## src/sv/lmsp_pkg.sv

```systemverilog
package lmsp_pkg;

  // default geometry
  localparam int MAX_COLUMNS_DEF = 128;
  localparam int MAX_ROWS_DEF    = 16;
  localparam int FRAME_COUNT_DEF = 4;

  // field widths
  localparam int FRAME_W = 2;
  localparam int X_W     = 7;
  localparam int Y_W     = 4;
  localparam int CFG_W   = 8;
  localparam int CIDX_W  = 3;

  // request kinds carried on s_tuser
  typedef enum logic [1:0] {
    ACT_WRITE   = 2'd0,
    ACT_TICK    = 2'd1,
    ACT_REQUEST = 2'd2
  } action_t;

  // configuration register indexes
  typedef enum logic [CIDX_W-1:0] {
    CFG_COLUMNS = 3'd0,
    CFG_ROWS    = 3'd1,
    CFG_RED     = 3'd2,
    CFG_GREEN   = 3'd3,
    CFG_CLOCK   = 3'd4,
    CFG_ENABLE  = 3'd5,
    CFG_LATCH   = 3'd6
  } cfg_index_t;

  // register reset values
  localparam logic [7:0] COLUMNS_RST = 8'd128;
  localparam logic [4:0] ROWS_RST    = 5'd16;
  localparam logic [2:0] RED_RST     = 3'd3;
  localparam logic [2:0] GREEN_RST   = 3'd4;
  localparam logic [2:0] CLOCK_RST   = 3'd5;
  localparam logic [2:0] ENABLE_RST  = 3'd6;
  localparam logic [2:0] LATCH_RST   = 3'd7;

  typedef struct packed {
    logic [7:0] columns;
    logic [4:0] rows;
    logic [2:0] red_bit;
    logic [2:0] green_bit;
    logic [2:0] clock_bit;
    logic [2:0] enable_bit;
    logic [2:0] latch_bit;
  } cfg_t;

  // which byte of a row is being built
  typedef enum logic [1:0] {
    BYTE_START = 2'd0,
    BYTE_DATA  = 2'd1,
    BYTE_END   = 2'd2
  } byte_kind_t;

  // scan stage to emit stage
  typedef struct packed {
    byte_kind_t kind;
    logic [2:0] sel;
    logic       clock;
    logic       d_line;
  } slot_t;

endpackage

```

## src/sv/lmsp_emit.sv

```systemverilog
module lmsp_emit (
  input  logic            clk,
  input  logic            rst,
  input  lmsp_pkg::cfg_t  cfg,
  input  logic            slot_valid,
  input  lmsp_pkg::slot_t slot,
  input  logic [1:0]      pixel,
  output logic            slot_ready,
  input  logic            out_ready,
  output logic            out_valid,
  output logic [7:0]      pattern_byte,
  output logic            d_line
);

  logic [7:0] pattern_next;

  assign slot_ready = !out_valid || out_ready;

  // pin pattern assembly
  always_comb begin
    pattern_next = {5'b00000, slot.sel};
    case (slot.kind)
      lmsp_pkg::BYTE_START: begin
        pattern_next = pattern_next | (8'd1 << cfg.enable_bit) | (8'd1 << cfg.latch_bit);
      end
      lmsp_pkg::BYTE_END: begin
        pattern_next = pattern_next | (8'd1 << cfg.enable_bit);
      end
      lmsp_pkg::BYTE_DATA: begin
        if (pixel[0]) begin
          pattern_next = pattern_next | (8'd1 << cfg.red_bit);
        end
        if (pixel[1]) begin
          pattern_next = pattern_next | (8'd1 << cfg.green_bit);
        end
        if (slot.clock) begin
          pattern_next = pattern_next | (8'd1 << cfg.clock_bit);
        end
      end
      default: ;
    endcase
  end

  // result register
  always_ff @(posedge clk) begin
    if (rst) begin
      out_valid <= 1'b0;
    end else if (slot_ready) begin
      out_valid <= slot_valid;
    end
  end

  always_ff @(posedge clk) begin
    if (slot_ready && slot_valid) begin
      pattern_byte <= pattern_next;
      d_line       <= slot.d_line;
    end
  end

endmodule

```

## config.mk

```make
export PLATFORM = sky130hd
export DESIGN_NAME = lmsp_emit
export DESIGN_NICKNAME = d
export VERILOG_FILES = /design/src/sv/lmsp_pkg.sv /design/src/sv/lmsp_emit.sv
export SDC_FILE = /design/constraint.sdc
export NUM_CORES = 1
export LEC_CHECK = 0
export BUFFER_PORTS_ARGS = -buffer_cell sky130_fd_sc_hd__buf_2
export CAP_MARGIN = 40
export CORE_ASPECT_RATIO = 0.9
export CORE_MARGIN = 10
export CORE_UTILIZATION = 41
export CTS_CLUSTER_DIAMETER = 30
export CTS_CLUSTER_SIZE = 25
export DETAILED_ROUTE_END_ITERATION = 8
export PLACE_DENSITY = 0.84
export SYNTH_ARGS = -nofsm -noshare
export SYNTH_HDL_FRONTEND = slang
export SYNTH_SLANG_ARGS = --single-unit
```

## constraint.sdc

```tcl
create_clock -name clk -period 1.43 [get_ports clk]
set_clock_uncertainty 0.05 [all_clocks]
set_input_delay 0.286 -clock clk [delete_from_list [all_inputs] [get_ports clk]]
set_output_delay 0.286 -clock clk [all_outputs]
set_load 0.03 [all_outputs]
```

Word level (Yosys, flattened, before mapping)

Cells that the tools add are included.

Output and inout port bits: 11
Bits of input ports: 41
Register bits after elaboration: 10
Word-level logic and storage cells: 25

Bitwise logic cells: 5
Eq/ne operators: 2
Shift operators: 5
Reductions and logical operators: 4
Multiplexer cells: 6

Operators with widths:

| kind                                                | count |
|---|---|
| two-way mux 8 bit                                   | 5 |
| << shifter 1 x 3 -> 8 bit, first input constant     | 5 |
| bitwise OR 8 bit                                    | 3 |
| one-hot mux 8 bit (3 select lines)                  | 1 |
| bitwise OR 3 x 8 -> 8 bit                           | 2 |
| equality test 2 x 1 -> 1 bit, second input constant | 1 |
| equality test 2 bit, second input constant          | 1 |
| zero test 2 bit                                     | 1 |
| logical AND 1 bit                                   | 1 |
| zero test 1 bit                                     | 1 |
| logical OR 1 bit                                    | 1 |

Longest topological paths before layout

Gate-level depths: netlist of the first run.

Word-level depth: 10
Gate-level depth with buffers: 4
Mapped depth without buffers: 3

Worst setup path before layout of the first run

No wires, ideal clock.

Kind: register to register
From: reg out_valid
To: reg d_line (enable)
Library setup time: 337 ps
Data arrival time: 1,067 ps
Period minus slack after synthesis: 1,455 ps
Buffers on the path: 0
Cell stages (with the launch flop): 3
Required time: 1,043 ps
Slack: -25 ps
Cells stage by stage: dfxtp_1 nand2b_1 and2_1

Word-level cells in the longest chain between the ends: 3

Ends and longest elaborated chain:

| element                | line            | source |
|---|---|---|
| from (decl)            | lmsp_emit.sv:10 | `output logic out_valid,` |
| from (signal assigned) | lmsp_emit.sv:49 | `out_valid <= slot_valid;` |
| zero test 1 bit        | lmsp_emit.sv:17 | `assign slot_ready = !out_valid \|\| out_ready;` |
| logical OR 1 bit       | lmsp_emit.sv:17 |  |
| net slot_ready         | lmsp_emit.sv:8  | `output logic slot_ready,` |
| logical AND 1 bit      | lmsp_emit.sv:54 | `if (slot_ready && slot_valid) begin` |
| to (signal assigned)   | lmsp_emit.sv:56 | `d_line <= slot.d_line;` |
| to (decl)              | lmsp_emit.sv:12 | `output logic d_line` |

The timed path passes the listed nets, and every way through them passes these cells.
A chain may end at the register's enable or synchronous reset.

Worst setup path after layout of the first run

From: reg out_valid
To: out slot_ready

Word-level cells in the longest chain between the ends: 2

Ends and longest elaborated chain:

| element          | line |
|---|---|
| zero test 1 bit  | lmsp_emit.sv:17 |
| logical OR 1 bit | lmsp_emit.sv:17 |
| to (decl)        | lmsp_emit.sv:8 |

Every way passes these cells.

==> results.md, run 1 <==
- Status: complete, no violations
- Vias in the first global route: 801
- Pre-antenna DRT Iters: 4
- I/O pin cnt: 52
- NumNets Final: 161
- Hold depth: 2
- Core Region: 1730 sq um
- Clock tree buffer depth: 2
- Post-CTS sizing: 0
- Inserted Diodes: 0
- Slew headroom: 0.737
- Synth cell types: 29
- Comb pwr share: 0.295
- Die height: 61.3 um
- Post-route ant nets: 0
- Largest net degree at the start of global routing: 10
- FF-to-FF setup slack: 280 ps
- Detailed Route WL: 2.28 mm
- Yosys warns: 0
- Asr flop ratio synth: 0
- Max_cap viols: 0
- CP bufs+invs: 1
- First-pass GRT wire length: 3.46 mm
- Seq/Total Area, Yosys: 0.373
- Fmax: 0.845 GHz
- Delay-heaviest family, CP: flip-flops
- Seq cells post-synth: 10
- Kind of critical path: flop to output pin
- Gate Count Post-Synth: 78
- Hold_buf cts: 0
- DR DRC count: 0
- Setup WS pre-CTS: 64.5 ps
- Sequential power share: 0.444
- Critical Path, Cell by Cell: nand2b_2 -> buf_2
- Critical Path Source Type: flop
- Clock Power Share: 0.261
- Commonest non-fill, non-tap cells in the layout: 38 x buf_2, 9 x inv_1, 9 x edfxtp_1
- Average size of a mapped cell: 9.98 sq um
- Grt total ovfl: 0
- Share of cells above drive strength 1: 0.395
- Initial antenna violation count: 0
- CTS tree: done
- Commonest non-fill, non-tap cell in the layout: buf_2
- Period utilization: 0.828
- Clock transition at path regs: 60 ps
- Clk_lat worst skew: 260 ps
- Gr usage total: 0.109
- Worst hold-check path type: input pin to flop
- CTS H-tree lvls: 1
- P_sw: 242 uW
- Internal power: 540 uW
- DR vias: 823
- Slew Viols, Final: 0
- CP max stage cell: dfxtp_1
- DP HPWL: 1.87 mm
- Die ar.: 4040 sq um
- Post-CTS Setup Inserts: 0
- Reg2Reg Launch Point: out_valid
- Crit end category: output pin
- Global placer's final weighted congestion: 0.774
- IO Port Bufs: 38
- Wire length per cell: 16.0 um
- Final worst-path setup slack: 246 ps
- Initial Util: 0.449
- Hold Path End: out_valid
- Tmin final: 1180 ps
- Sink Count: 10
- Syn Nets: 119
- Crit Path Max Fanout: 3
- Initial drt markers: 13
- RSZ-0062 raised after global routing: false
- Row Count: 14
- Peak VDD IR: 0.283 mV
- Num CTS Buffers: 3
- Reg-to-reg endpoint: pattern_byte[2]
- P_leak: 0.000427 uW
- Via density: 5.76
- CP required: 1090 ps
- Area Growth Syn to Fin: 31.8%
- CP max stage delay: 330 ps
- Measured slew at the worst slew-check pin: 395 ps
- Fin. Hold Viols: 0
- Final setup viols: 0
- Clk root buf: clkbuf_4
- Die X: 65.9 um
- Netlist Area Pre-Place: 778 sq um
- CP Data Arrival Time: 850 ps
- Pwr/cell area: 762 nW/um^2
- Main flop type after synthesis: edfxtp_1
- R2R depth: 2
- Final-layout fill cell count: 158
- Setup_tns: 0 ps
- Switching part of the total power: 0.309
- Hold path startpoint: rst
- Number of synthesized flops with an enable pin: 9
## per-stage QoR
stage | utilization | area (sq um) | hold slack (ps) | instances | total power, uW
global placement | 0.576 | 1000 | 389 | 139 | 574
global route | 0.592 | 1030 | 120 | 143 | 832
detailed placement | 0.576 | 1000 | 392 | 139 | 583
floorplan | - | 781 | 305 | 78 | 480
finish | 0.592 | 1030 | 116 | 143 | 782
CTS | 0.592 | 1030 | 108 | 143 | 786
## cells in the mapped netlist, types with 3 or more instances
library cell | instances | area share
o221ai_1 | 3 | 0.034
edfxtp_1 | 9 | 0.35
nor2_1 | 4 | 0.019
nand4b_1 | 7 | 0.079
a32oi_1 | 3 | 0.034
and4bb_2 | 3 | 0.048
a31oi_1 | 3 | 0.024
o22ai_1 | 5 | 0.040
inv_1 | 9 | 0.043
o311a_1 | 4 | 0.051
## power groups by stage
stage               Sequential, uW  Combinational, uW  Clock (uW)
finish                         347                231         204
global route                   349                250         233
floorplan                      395               84.7           0
detailed placement             354                230           0
global placement               353                221           0
CTS                            348                230         208
## layer usage
metal / global-route usage / share of wire / vias to the layer above
li1: - / - / 414
met3: 0.0327 / 0.058 / 4
met5: 0 / 0 / -
met1: 0.110 / 0.41 / 378
met2: 0.198 / 0.51 / 27
met4: 0.0640 / 0.018 / 0
## final cells by class
cell class	instances	area (sq um)	area share
Multi-Input combinational cell	57	448	0.437
Sequential cell	10	290	0.283
Tap cell	24	30.0	0.0293
Clock buffer	4	26.3	0.0256
Inverter	9	33.8	0.0329
Timing Repair Buffer	39	198	0.193
## flip-flops by register name, summed over array words and instances (netlist names)
| signal | cells |
|---|---|
| d_line | 1 |
| out_valid | 1 |
| pattern_byte | 8 |
## how the worst max path moves through the flow
stage | slack (ps) | from | endpoint | cells past startpoint
floorplan | 90 | out_valid | d_line | 2
finish | 250 | out_valid | slot_ready | 2
detailed placement | 60 | pixel[1] | pattern_byte[1] | 4
global placement | 70 | pixel[1] | pattern_byte[1] | 4
global route | 200 | out_valid | slot_ready | 2
CTS | 230 | out_valid | slot_ready | 2
## kinds of logic after synthesis
kind of cell | count (synthesis) | synth area share
DFF | 10 | 0.373
AOI/OAI and AO/OA | 23 | 0.230
and+or+nand+nor | 34 | 0.342
buffers and inverters | 11 | 0.0546
(Power assumes the default switching activity.)
==> run 2, diff against run 1 <==
--- a/config.mk
+++ b/config.mk
@@ -9,11 +9,11 @@
 export CAP_MARGIN = 40
 export CORE_ASPECT_RATIO = 0.9
 export CORE_MARGIN = 10
-export CORE_UTILIZATION = 41
+export CORE_UTILIZATION = 37
 export CTS_CLUSTER_DIAMETER = 30
 export CTS_CLUSTER_SIZE = 25
 export DETAILED_ROUTE_END_ITERATION = 8
-export PLACE_DENSITY = 0.84
+export PLACE_DENSITY = 0.8
 export SYNTH_ARGS = -nofsm -noshare
 export SYNTH_HDL_FRONTEND = slang
 export SYNTH_SLANG_ARGS = --single-unit
==> constraint.sdc (replaced) <==
create_clock -name clk -period 1 [get_ports clk]
set_clock_uncertainty 0.05 [all_clocks]
set_input_delay 0.2 -clock clk [delete_from_list [all_inputs] [get_ports clk]]
set_output_delay 0.2 -clock clk [all_outputs]
set_load 0.03 [all_outputs]
==> run 2 against run 1 <==
  * The flow now finishes with violations (negative setup slack)
  * Non-clock buffer count grew 12
  * Final cell count grew 9.1%
  * Register-to-register slack worse by 250 ps
  * Largest power group unchanged
==> results.md, run 2 (synthesized netlist as in run 1, its figures left out) <==
- CTS tree: done
- Final Cell Area: 1230 sq um
- Delay-heaviest family, CP: flip-flops
- First-pass GRT wire length: 4.04 mm
- Detailed Route WL: 2.62 mm
- Pwr/cell area: 973 nW/um^2
- Die ar.: 4340 sq um
- Fin. Hold Viols: 0
- Sink Count: 10
- Max_cap viols: 0
- CP max stage cell: edfxtp_1
- Largest registers: pattern_byte: 8 flops, d_line: 1 flops, out_valid: 1 flops
- Gr usage total: 0.119
- Clock tree buffer depth: 2
- Final setup viols: 10
- P_leak: 0.000525 uW
- Row Count: 15
- Num CTS Buffers: 3
- Internal power: 835 uW
- Failing checks: negative setup slack
- Fmax: 0.932 GHz
- Share of cells above drive strength 1: 0.504
- Initial antenna violation count: 0
- Global placer's final weighted congestion: 0.799
- Most flop-heavy register: pattern_byte
- Area Growth Syn to Fin: 58.4%
- FF-to-FF setup slack: 30 ps
- Core Region: 1950 sq um
- Initial drt markers: 37
- RSZ-0062 raised after global routing: true
- I/O pin cnt: 52
- CP required: 750 ps
- Commonest non-fill, non-tap cell in the layout: buf_2
- Final worst-path setup slack: -72.8 ps
- Kind of critical path: flop to output pin
- Critical Path, Cell by Cell: buf_6
- Measured slew at the worst slew-check pin: 407 ps
- Initial Util: 0.399
- Commonest non-fill, non-tap cells in the layout: 27 x buf_2, 13 x buf_4, 11 x buf_6
- CP bufs+invs: 1
- Crit end category: output pin
- Pre-antenna DRT Iters: 4
- Status: finished with violations
- Largest net degree at the start of global routing: 10
- NumNets Final: 173
- Crit Path Max Fanout: 1
- Post-route ant nets: 0
- Post-layout util: 0.631
- Slew headroom: 0.725
- Setup WS pre-CTS: -270 ps
- Clk root buf: clkbuf_4
- Slew Viols, Final: 0
- Hold_buf cts: 0
- CP Data Arrival Time: 820 ps
- Tmin final: 1070 ps
- Die X: 68.3 um
- Comb pwr share: 0.354
- Wire length per cell: 16.8 um
- Die height: 63.5 um
- Period utilization: 1.07
- DR DRC count: 0
- Via density: 5.88
- IO Port Bufs: 38
- CTS H-tree lvls: 1
- Clock transition at path regs: 60 ps
- Minimum hold slack: 26.5 ps
- Vias in the first global route: 894
- Inserted Diodes: 0
- Worst hold-check path type: input pin to flop
- Critical Path Source Type: flop
- Post-DP Area: 1100 sq um
- DR vias: 918
- CP max stage delay: 400 ps
- Max reg flops: 8
- DP HPWL: 2.12 mm
- Clk_lat worst skew: 260 ps
- Switching part of the total power: 0.304
- Clock Power Share: 0.226
- Peak VDD IR: 0.543 mV
- Final-layout fill cell count: 188
- P_sw: 365 uW
- Grt total ovfl: 0
- Sequential power share: 0.420
## run 2: metrics by stage
stage / cells / setup TNS [ps] / total power [uW]
finish: 156 / -478 / 1200
global route: 156 / -938 / 1280
CTS: 156 / -593 / 1190
detailed placement: 152 / -1610 / 877
global placement: 152 / -1370 / 862
floorplan: 78 / -521 / 694
## run 2: per-layer routing
layer | vias to the layer above | global-route usage | share of wire
li1 | 440 | - | -
met1 | 424 | 0.126 | 0.36
met2 | 46 | 0.214 | 0.55
met3 | 8 | 0.0247 | 0.069
met4 | 0 | 0.0528 | 0.020
met5 | - | 0 | 0
## run 2: path summary, 6_finish.rpt
| kind | start | end | cells after the start |
|---|---|---|---|
| setup reg to reg | out_valid | d_line | 2 |
| hold / removal | rst | out_valid | 2 |
| setup / recovery | pattern_byte[2] | pattern_byte[2] | 1 |
| hold reg to reg | out_valid | out_valid | 2 |
## run 2: area by class of cell
cell class / instances / area, sq um / area share
inverter: 9 / 33.8 / 0.0274
multi-input combinational: 57 / 490 / 0.398
clock inverter: 1 / 3.75 / 0.00305
clock buffer: 3 / 22.5 / 0.0183
sequential: 10 / 294 / 0.239
tap: 25 / 31.3 / 0.0254
timing repair buffer: 51 / 357 / 0.289
## run 2: power by group through the flow
stage | clock (uW) | combinational, uW | sequential (uW)
6_report | 271 | 424 | 504
3_5_place_dp | 0 | 372 | 506
3_3_place_gp | 0 | 357 | 505
2_1_floorplan | 0 | 129 | 565
5_1_grt | 318 | 456 | 506
4_1_cts | 283 | 404 | 504
## run 2: repair_timing
action | CTS | global route
cloned | 0 | 0
pin swaps | 0 | 1
gates resized for setup | 21 | 7
setup buffers | 0 | 0
setup endpoints to repair | 11 | 14
