<file path="src/sv/lmsp_pkg.sv">
package lmsp_pkg;

  // default geometry
  localparam int MAX_COLUMNS_DEF = 128;
  localparam int MAX_ROWS_DEF    = 16;
  localparam int FRAME_COUNT_DEF = 4;

  // field widths
  localparam int FRAME_W = 2;
  localparam int X_W     = 7;
  localparam int Y_W     = 4;
  localparam int CFG_W   = 8;
  localparam int CIDX_W  = 3;

  // request kinds carried on s_tuser
  typedef enum logic [1:0] {
    ACT_WRITE   = 2'd0,
    ACT_TICK    = 2'd1,
    ACT_REQUEST = 2'd2
  } action_t;

  // configuration register indexes
  typedef enum logic [CIDX_W-1:0] {
    CFG_COLUMNS = 3'd0,
    CFG_ROWS    = 3'd1,
    CFG_RED     = 3'd2,
    CFG_GREEN   = 3'd3,
    CFG_CLOCK   = 3'd4,
    CFG_ENABLE  = 3'd5,
    CFG_LATCH   = 3'd6
  } cfg_index_t;

  // register reset values
  localparam logic [7:0] COLUMNS_RST = 8'd128;
  localparam logic [4:0] ROWS_RST    = 5'd16;
  localparam logic [2:0] RED_RST     = 3'd3;
  localparam logic [2:0] GREEN_RST   = 3'd4;
  localparam logic [2:0] CLOCK_RST   = 3'd5;
  localparam logic [2:0] ENABLE_RST  = 3'd6;
  localparam logic [2:0] LATCH_RST   = 3'd7;

  typedef struct packed {
    logic [7:0] columns;
    logic [4:0] rows;
    logic [2:0] red_bit;
    logic [2:0] green_bit;
    logic [2:0] clock_bit;
    logic [2:0] enable_bit;
    logic [2:0] latch_bit;
  } cfg_t;

  // which byte of a row is being built
  typedef enum logic [1:0] {
    BYTE_START = 2'd0,
    BYTE_DATA  = 2'd1,
    BYTE_END   = 2'd2
  } byte_kind_t;

  // scan stage to emit stage
  typedef struct packed {
    byte_kind_t kind;
    logic [2:0] sel;
    logic       clock;
    logic       d_line;
  } slot_t;

endpackage

</file>
<file path="src/sv/lmsp_scan.sv">
module lmsp_scan #(
  parameter int MAX_COLUMNS = lmsp_pkg::MAX_COLUMNS_DEF,
  parameter int MAX_ROWS    = lmsp_pkg::MAX_ROWS_DEF,
  parameter int FRAME_COUNT = lmsp_pkg::FRAME_COUNT_DEF
) (
  input  logic                                             clk,
  input  logic                                             rst,
  input  lmsp_pkg::cfg_t                                   cfg,
  input  logic                                             s_valid,
  output logic                                             s_ready,
  input  logic [1:0]                                       action,
  input  logic [lmsp_pkg::FRAME_W-1:0]                     frame_index,
  input  logic [lmsp_pkg::X_W-1:0]                         pixel_x,
  input  logic [lmsp_pkg::Y_W-1:0]                         pixel_y,
  input  logic                                             red_on,
  input  logic                                             green_on,
  input  logic                                             slot_ready,
  output logic                                             slot_valid,
  output lmsp_pkg::slot_t                                  slot,
  output logic                                             ram_we,
  output logic [$clog2(FRAME_COUNT*MAX_ROWS*MAX_COLUMNS)-1:0] ram_waddr,
  output logic [1:0]                                       ram_wdata,
  output logic                                             ram_re,
  output logic [$clog2(FRAME_COUNT*MAX_ROWS*MAX_COLUMNS)-1:0] ram_raddr
);

  localparam int DEPTH  = FRAME_COUNT * MAX_ROWS * MAX_COLUMNS;
  localparam int ADDR_W = $clog2(DEPTH);
  localparam int COL_W  = $clog2(MAX_COLUMNS);
  localparam int WCNT_W = $clog2(MAX_COLUMNS + 1);
  localparam int POS_W  = $clog2(2 * MAX_COLUMNS + 2);
  localparam int ROW_W  = $clog2(MAX_ROWS);
  localparam int RCNT_W = $clog2(MAX_ROWS + 1);

  // scan state
  logic [ROW_W-1:0]              scan_row;
  logic [POS_W-1:0]              scan_position;
  logic                          d_line_state;
  logic [lmsp_pkg::FRAME_W-1:0]  live_frame;
  logic [lmsp_pkg::FRAME_W-1:0]  pending_frame;
  logic                          frame_pending;

  // clearing pass
  logic                          clr_busy;
  logic [ADDR_W-1:0]             clr_addr;

  logic [ROW_W-1:0]              scan_row_next;
  logic [POS_W-1:0]              scan_position_next;
  logic                          boundary;

  logic [WCNT_W-1:0]             w_eff;
  logic [RCNT_W-1:0]             r_eff;
  logic [POS_W-1:0]              last;
  logic [ROW_W-1:0]              row_c;
  logic [POS_W-1:0]              pos_c;
  logic [COL_W-1:0]              rd_col;
  logic [RCNT_W-1:0]             row_inc;
  logic [3:0]                    wr_row;
  logic [lmsp_pkg::X_W-1:0]      wr_col;
  logic                          wr_ok;
  logic [ADDR_W-1:0]             wr_addr;
  logic                          accept;
  logic                          is_write;
  logic                          is_tick;
  logic                          is_request;
  lmsp_pkg::slot_t               slot_next;

  // request decode
  always_comb begin
    is_write   = 1'b0;
    is_tick    = 1'b0;
    is_request = 1'b0;
    unique case (action)
      lmsp_pkg::ACT_WRITE:   is_write   = 1'b1;
      lmsp_pkg::ACT_TICK:    is_tick    = 1'b1;
      lmsp_pkg::ACT_REQUEST: is_request = 1'b1;
      default: ;
    endcase
  end

  assign s_ready = !clr_busy && (!slot_valid || slot_ready);
  assign accept  = s_valid && s_ready;

  // effective geometry from the registers
  always_comb begin
    if (cfg.columns == '0) begin
      w_eff = WCNT_W'(1);
    end else if (32'(cfg.columns) > MAX_COLUMNS) begin
      w_eff = WCNT_W'(MAX_COLUMNS);
    end else begin
      w_eff = WCNT_W'(cfg.columns);
    end
    if (32'(cfg.rows) > MAX_ROWS) begin
      r_eff = RCNT_W'(MAX_ROWS);
    end else begin
      r_eff = RCNT_W'(cfg.rows);
    end
    r_eff[0] = 1'b0;
    if (r_eff < RCNT_W'(2)) begin
      r_eff = RCNT_W'(2);
    end
  end

  assign last = POS_W'({w_eff, 1'b1});

  // pixel write address
  assign wr_row  = 4'(r_eff) - 4'd2 - pixel_y;
  assign wr_col  = 7'd127 - pixel_x;
  assign wr_ok   = (32'(frame_index) < FRAME_COUNT) && (32'(wr_row) < MAX_ROWS) &&
                   (32'(wr_col) < MAX_COLUMNS);
  assign wr_addr = ADDR_W'((32'(frame_index) * MAX_ROWS + 32'(wr_row)) * MAX_COLUMNS +
                           32'(wr_col));

  // tick: byte kind, read address and scan advance
  always_comb begin
    row_c   = (RCNT_W'(scan_row) >= r_eff) ? '0 : scan_row;
    pos_c   = (scan_position > last) ? last : scan_position;
    rd_col  = COL_W'((pos_c - POS_W'(1)) >> 1);
    row_inc = RCNT_W'(row_c) + RCNT_W'(1);

    slot_next.sel    = 3'(row_c);
    slot_next.clock  = !pos_c[0];
    slot_next.d_line = d_line_state;
    if (pos_c == '0) begin
      slot_next.kind = lmsp_pkg::BYTE_START;
    end else if (pos_c == last) begin
      slot_next.kind = lmsp_pkg::BYTE_END;
    end else begin
      slot_next.kind = lmsp_pkg::BYTE_DATA;
    end

    boundary = 1'b0;
    if (pos_c == last) begin
      scan_position_next = '0;
      boundary = (row_inc == (r_eff >> 1)) || (row_inc == r_eff);
      scan_row_next = (row_inc >= r_eff) ? '0 : ROW_W'(row_inc);
    end else begin
      scan_position_next = pos_c + POS_W'(1);
      scan_row_next      = row_c;
    end
  end

  // store port usage
  assign ram_we    = clr_busy || (accept && is_write && wr_ok);
  assign ram_waddr = clr_busy ? clr_addr : wr_addr;
  assign ram_wdata = clr_busy ? 2'b00 : {green_on, red_on};
  assign ram_re    = accept && is_tick;
  assign ram_raddr = ADDR_W'((32'(live_frame) * MAX_ROWS + 32'(row_c)) * MAX_COLUMNS +
                             32'(rd_col));

  // clearing pass after reset
  always_ff @(posedge clk) begin
    if (rst) begin
      clr_busy <= 1'b1;
      clr_addr <= '0;
    end else if (clr_busy) begin
      clr_addr <= clr_addr + ADDR_W'(1);
      if (clr_addr == ADDR_W'(DEPTH - 1)) begin
        clr_busy <= 1'b0;
      end
    end
  end

  // scan and frame state
  always_ff @(posedge clk) begin
    if (rst) begin
      scan_row      <= '0;
      scan_position <= '0;
      d_line_state  <= 1'b0;
      live_frame    <= '0;
      pending_frame <= '0;
      frame_pending <= 1'b0;
    end else if (accept) begin
      if (is_tick) begin
        scan_row      <= scan_row_next;
        scan_position <= scan_position_next;
        if (boundary) begin
          d_line_state <= !d_line_state;
          if (frame_pending) begin
            live_frame    <= pending_frame;
            frame_pending <= 1'b0;
          end
        end
      end
      if (is_request && (32'(frame_index) < FRAME_COUNT)) begin
        pending_frame <= frame_index;
        frame_pending <= 1'b1;
      end
    end
  end

  // stage register toward the emit stage
  always_ff @(posedge clk) begin
    if (rst) begin
      slot_valid <= 1'b0;
    end else if (accept && is_tick) begin
      slot_valid <= 1'b1;
    end else if (slot_ready) begin
      slot_valid <= 1'b0;
    end
  end

  always_ff @(posedge clk) begin
    if (accept && is_tick) begin
      slot <= slot_next;
    end
  end

endmodule

</file>
<file path="config.mk">
export PLATFORM = sky130hd
export DESIGN_NAME = lmsp_scan
export DESIGN_NICKNAME = d
export VERILOG_FILES = /design/src/sv/lmsp_pkg.sv /design/src/sv/lmsp_scan.sv
export SDC_FILE = /design/constraint.sdc
export NUM_CORES = 1
export LEC_CHECK = 0
export ABC_AREA = 1
export BUFFER_PORTS_ARGS = -buffer_cell sky130_fd_sc_hd__buf_4
export CAP_MARGIN = 40
export CORE_ASPECT_RATIO = 0.7
export CORE_MARGIN = 10
export CORE_UTILIZATION = 58
export DETAILED_ROUTE_END_ITERATION = 12
export MAX_ROUTING_LAYER = met4
export PLACE_DENSITY = 0.87
export SKIP_LAST_GASP = 1
export SLEW_MARGIN = 20
export SYNTH_ARGS = -nofsm -noshare
export SYNTH_HDL_FRONTEND = slang
export SYNTH_SLANG_ARGS = --single-unit
</file>
<file path="constraint.sdc">
create_clock -name clk -period 4.9 [get_ports clk]
set_input_delay 0.49 -clock clk [delete_from_list [all_inputs] [get_ports clk]]
set_output_delay 0.49 -clock clk [all_outputs]
set_load 0.1 [all_outputs]
</file>
# --- Word level (Yosys, flattened, before mapping) ---
# Index checks and enable logic that the tools add are counted.
totals:
  regBits: 41
  latch_bits: 0
  mem_bits_rw: 0
  mem_bits_ro: 0
  inputBits: 49
  word_cells: 81
  n_memories: 0
op_classes:
  add_sub_neg: 11
  multipliers: 0
  div: 0
  n_lt_le_gt_ge: 6
  eq_ne: 6
  shifts: 0
  n_mux: 23
  bitwise_logic: 0
  reduce_logical: 22
op_table:
  columns: ["operator", "count"]
  rows:
  - ["13-bit by 7-bit adder with 13-bit output", 2]
  - ["9-bit 2-to-1 mux", 2]
  - ["8-bit 2-to-1 mux", 2]
  - ["13-bit by 1-bit adder with 13-bit output, second input constant", 1]
  - ["13-bit == test, second input constant", 1]
  - ["13-bit 2-to-1 mux", 1]
  - ["6-bit by 4-bit adder with 6-bit output", 2]
  - ["4-bit 2-to-1 mux", 3]
  - ["1-bit 2-to-1 mux", 11]
  - ["5-bit 2-to-1 mux", 2]
  - ["9-bit by 1-bit adder with 9-bit output, second input constant", 1]
  - ["9-bit == test", 1]
  - ["9-bit > comparator", 1]
  - ["9-bit zero test", 1]
  - ["8-bit > comparator, second input constant", 1]
  - ["8-bit zero test", 1]
  - ["8-bit by 1-bit subtractor with 8-bit output, second input constant", 1]
  - ["7-bit subtractor, first input constant", 1]
  - ["3-bit AND reduction", 2]
  - ["2-bit nonzero test", 3]
  - ["4-bit by 1-bit adder with 5-bit output, second input constant", 1]
  - ["5-bit by 4-bit == test with 1-bit output", 1]
  - ["5-bit == test", 1]
  - ["4-bit by 5-bit >= comparator with 1-bit output", 1]
  - ["14 further kinds", 24]

# --- Longest topological paths before layout ---
depth:
  ltp_word: 13
  depth_mapped: 27
  mapped_depth_nobuf: 27

# --- Least setup slack after synthesis ---
# OpenSTA, ideal clock, no wires.
synth_path:
  path_kind: "input to output"
  start: "in cfg[24] in the netlist's numbering"
  end: "out ram_raddr[5]"
  arrival_time_ns: 4.097
  slack_ns: 0.313
  cell_stages: 18
  path_buffers: 1
  path_cell_list: "nor2_2 nand2_1 o21ai_4 nand2_1 ha_1 nand4_2 clkinv_1 nand2_2 nand2_2 nand2_4 buf_6 nand2_1 o21ai_1 inv_1 ha_1 inv_1 nor4_1 xor2_1"
synth_via:
  elab_chain_len: 7
  word_cells_on_any_way: 8
  classes_between: "add/sub: 2; order compare: 2; mux: 3; reduce/logical: 1"
synth_lines:
  columns: ["item", "line_no", "rtl"]
  rows:
  - ["from (decl)", "lmsp_scan.sv:8", "input lmsp_pkg::cfg_t cfg,"]
  - ["8-bit > comparator", "lmsp_scan.sv:88", "end else if (32'(cfg.columns) > MAX_COLUMNS) begin"]
  - ["8-bit 2-to-1 mux", "lmsp_scan.sv:88", null]
  - ["8-bit 2-to-1 mux (*)", "lmsp_scan.sv:86", "if (cfg.columns == '0) begin"]
  - ["9-bit > comparator", "lmsp_scan.sv:117", "pos_c = (scan_position > last) ? last : scan_position;"]
  - ["9-bit 2-to-1 mux (*)", "lmsp_scan.sv:117", null]
  - ["8-bit by 1-bit subtractor with 8-bit output (*)", "lmsp_scan.sv:118", "rd_col = COL_W'((pos_c - POS_W'(1)) >> 1);"]
  - ["13-bit by 7-bit adder with 13-bit output (*)", "lmsp_scan.sv:148", "assign ram_raddr = ADDR_W'((32'(live_frame) * MAX_ROWS + 32'(row_c)) * MAX_COLUMNS +"]
  - ["to (decl)", "lmsp_scan.sv:24", "output logic [$clog2(FRAME_COUNT*MAX_ROWS*MAX_COLUMNS)-1:0] ram_raddr"]
# Mark *: on every way between the ends. The rest lies on a longest branch, timed or not.

# --- Worst setup path in the final report ---
# Same ends and word-level chain as after synthesis.

==> metrics.txt <==
row count=23; Max Clock Skew=approximately 15 ps; CP startpoint=cfg[24]; CTS Sinks=41; Layout Nets=656; outcome=finished, final reports clean; Slowest-stage cell, CP=ha_1; Clock Latency Late Sink=~300 ps; Via-to-Cell Ratio=5.31; r2r worst-path depth=23; setup_tns=0 ps; sw power=about 0.19 mW; Final Non-Filler Cells=656; TritonCTS clock tree=yes; vias=3482; fin util=between 70% and 80%; # resized after CTS=0; RSZ-0062 raised after global routing=false; P_leak=1.93 nW; # diodes=0; dpl cells=647; Detailed Route WL=between 8 and 9 mm; post-layout power=0.708 mW; HPWL Detailed=about 7 mm; # H-tree levels=2; Crit Reg-Reg Startpoint=scan_row[1]; CP Launch Type=input pin; post-route setup slack=around 650 ps; Residual DRC=0; power per cell area=177 nW/µm²; r2r setup slk=1540 ps; syn_nets=589; Chip Width=111 µm; number of synthesized flops with an enable pin=7; Syn Area/Cell=about 6.5 µm²; final setup violating endpoints=0; largest cells by area after synthesis=dfxtp_1, nand2_1, ha_1; Tmin final=4250 ps; vias in the first global route=roughly 3300; DR pass1 iterations=8; sequential share of power=48.7%; first-pass GRT wire length=approximately 15 mm; Root Driver=clkbuf_8; HP Class=in -> reg; Hold Buf Count CTS=0; Buffers on Ports=72; core box area=5640 µm²; DR iter-0 viols=239; Slew Viols, Final=0; CP required=4410 ps; count of cell types in the netlist=41; critical setup path kind=in -> out; f_max=about 0.24 GHz; Ys Warns=0; DIE AREA=9240 µm²; GRT Residual Overflow=0; MaxCap Viol Count=0; area grow syn2layout=20.2%; largest net degree at the start of global routing=29; CP arrival=3760 ps; number of CTS-inserted buffers=5; Die Ht=83.5 µm; layout cells sized above 1=19.1%; Mapped Cells=513; clock share of power=35.6%; Yosys top cell area share=20.4%; peak supply drop=~0.13 mV; Synth area leader=dfxtp_1; Place WS=around 710 ps; antenna-violating nets left=0; worst r2r dst=scan_row[3]; CP most frequent cell=nand2_1; Max clock buf depth=2; IO Pins=between 80 and 90; CP Cell Sequence=buf_4 > nor2_2 > nand2_1 > o21ai_4 > nand2_1 > ha_1 > nand4_2 > clkinv_1 > nand2_2 > nand2_2 > nand2_4 > nand2_1 > inv_1 > ha_1 > inv_1 > nor4_1 > xor2_1 > buf_4; cell area after synthesis=roughly 3300 µm²; main flop type after synthesis=dfxtp_1; fin crit share=86.8%; WL per Instance=13.3 µm; Worst Path Max Fanout=28; Final Hold Viols=0; Setup crit end=ram_raddr[5]; Routability Congestion=0.942; Seq/Total Area, Yosys=26.7%; Net Sw Frac=between 20% and 30%; total global-route track usage=18.7%; Int Pwr=approximately 0.52 mW; clk slew on worst S/H paths=80 ps; effective utilization at floorplan=59.2%; flop and latch count out of synthesis=41; slew margin rel.=50.8%; largest stage delay on the critical path=340 ps; Least-Margin Pin Slew=about 730 ps; crit path capture type=primary output; number of setup buffers added after CTS=0; Comb pwr share=15.7%; FFs w/ async S/R, synth=0%; initial antenna violation count=0
Yosys cell counts (6+ instances only):
cell and number:
edfxtp_1 7, nand2_1 128, o21ai_0 23, o21ai_1 6
xor2_1 9, inv_1 80, a21oi_1 33, ha_1 26
nor3_1 8, dfxtp_1 34, nand3_1 44, nor2_1 43
nand4_1 10, inv_2 6
worst max-delay path: cells and delay by family:
kind | cells | cell delay, ps
buffers and inverters | 5 | 760
XOR/XNOR | 1 | 210
AO/OA/AOI/OAI | 1 | 270
AND/OR/NAND/NOR | 9 | 1450
adder cells (fa/ha/maj) | 2 | 570
per-stage QoR:
stage	hold slack, ps	area [µm²]
after global routing	461	4010
after global placement	438	3890
after floorplan	430	3340
after CTS	452	4000
final	452	4010
after detailed placement	457	3890
cell usage in the layout (no fill, tap or decap), types with 8 or more instances in the layout:
| cell type | instances |
|---|---|
| o21ai_0 | 23 |
| buf_4 | 73 |
| a21oi_1 | 33 |
| dfxtp_1 | 34 |
| nand3_1 | 44 |
| nor3_1 | 8 |
| nand2_1 | 128 |
| ha_1 | 26 |
| inv_1 | 80 |
| xor2_1 | 9 |
| nor2_1 | 43 |
| nand4_1 | 10 |
cell type report:
| cell class | count | area [µm²] |
|---|---|---|
| repair buffers | 74 | 559 |
| well taps | 75 | 93.8 |
| clock buffers | 7 | 97.6 |
| flip-flops and latches | 41 | 891 |
| fillers | 475 | 1630 |
| inverters | 88 | 330 |
| clock inverters | 1 | 8.76 |
| multi-input cells | 370 | 2030 |
how the worst min path moves through the flow:
stage,cells after the start,start,to
finish,4,slot_ready,slot_valid
global route,4,slot_ready,slot_valid
CTS,4,slot_ready,slot_valid
detailed placement,2,pending_frame[1],pending_frame[1]
global placement,0,d_line_state,slot[0]
floorplan,0,d_line_state,slot[0]
per-layer routing:
metal	track usage (%)	wire length, µm
met5	-	0
met4	3.89	57
met3	4.24	547
met2	29.8	4000
met1	23.6	4150
flip-flops by register name, summed over array words and instances (netlist names):
register and flops:
clr_addr 13, scan_position 9, slot 7, scan_row 4, live_frame 2, pending_frame 2
clr_busy 1, d_line_state 1, frame_pending 1, slot_valid 1
kinds of logic after synthesis:
kind of cell             count (synthesis)  synth area share (%)
flip-flops                              41                  26.7
XOR/XNOR                                10                  2.62
AO/OA/AOI/OAI                           75                  12.6
AND/OR/NAND/NOR                        258                  35.3
buffers and inverters                  102                  12.4
adder cells (fa/ha/maj)                 27                  10.3
power groups by stage:
stage | sequential (mW) | clock (mW) | combinational (mW)
2_1_floorplan | 0.352 | 0 | 0.0703
3_3_place_gp | 0.353 | 0 | 0.106
3_5_place_dp | 0.353 | 0 | 0.110
4_1_cts | 0.345 | 0.254 | 0.111
5_1_grt | 0.345 | 0.266 | 0.125
6_report | 0.345 | 0.252 | 0.111
Power figures use the tool's default switching activity.
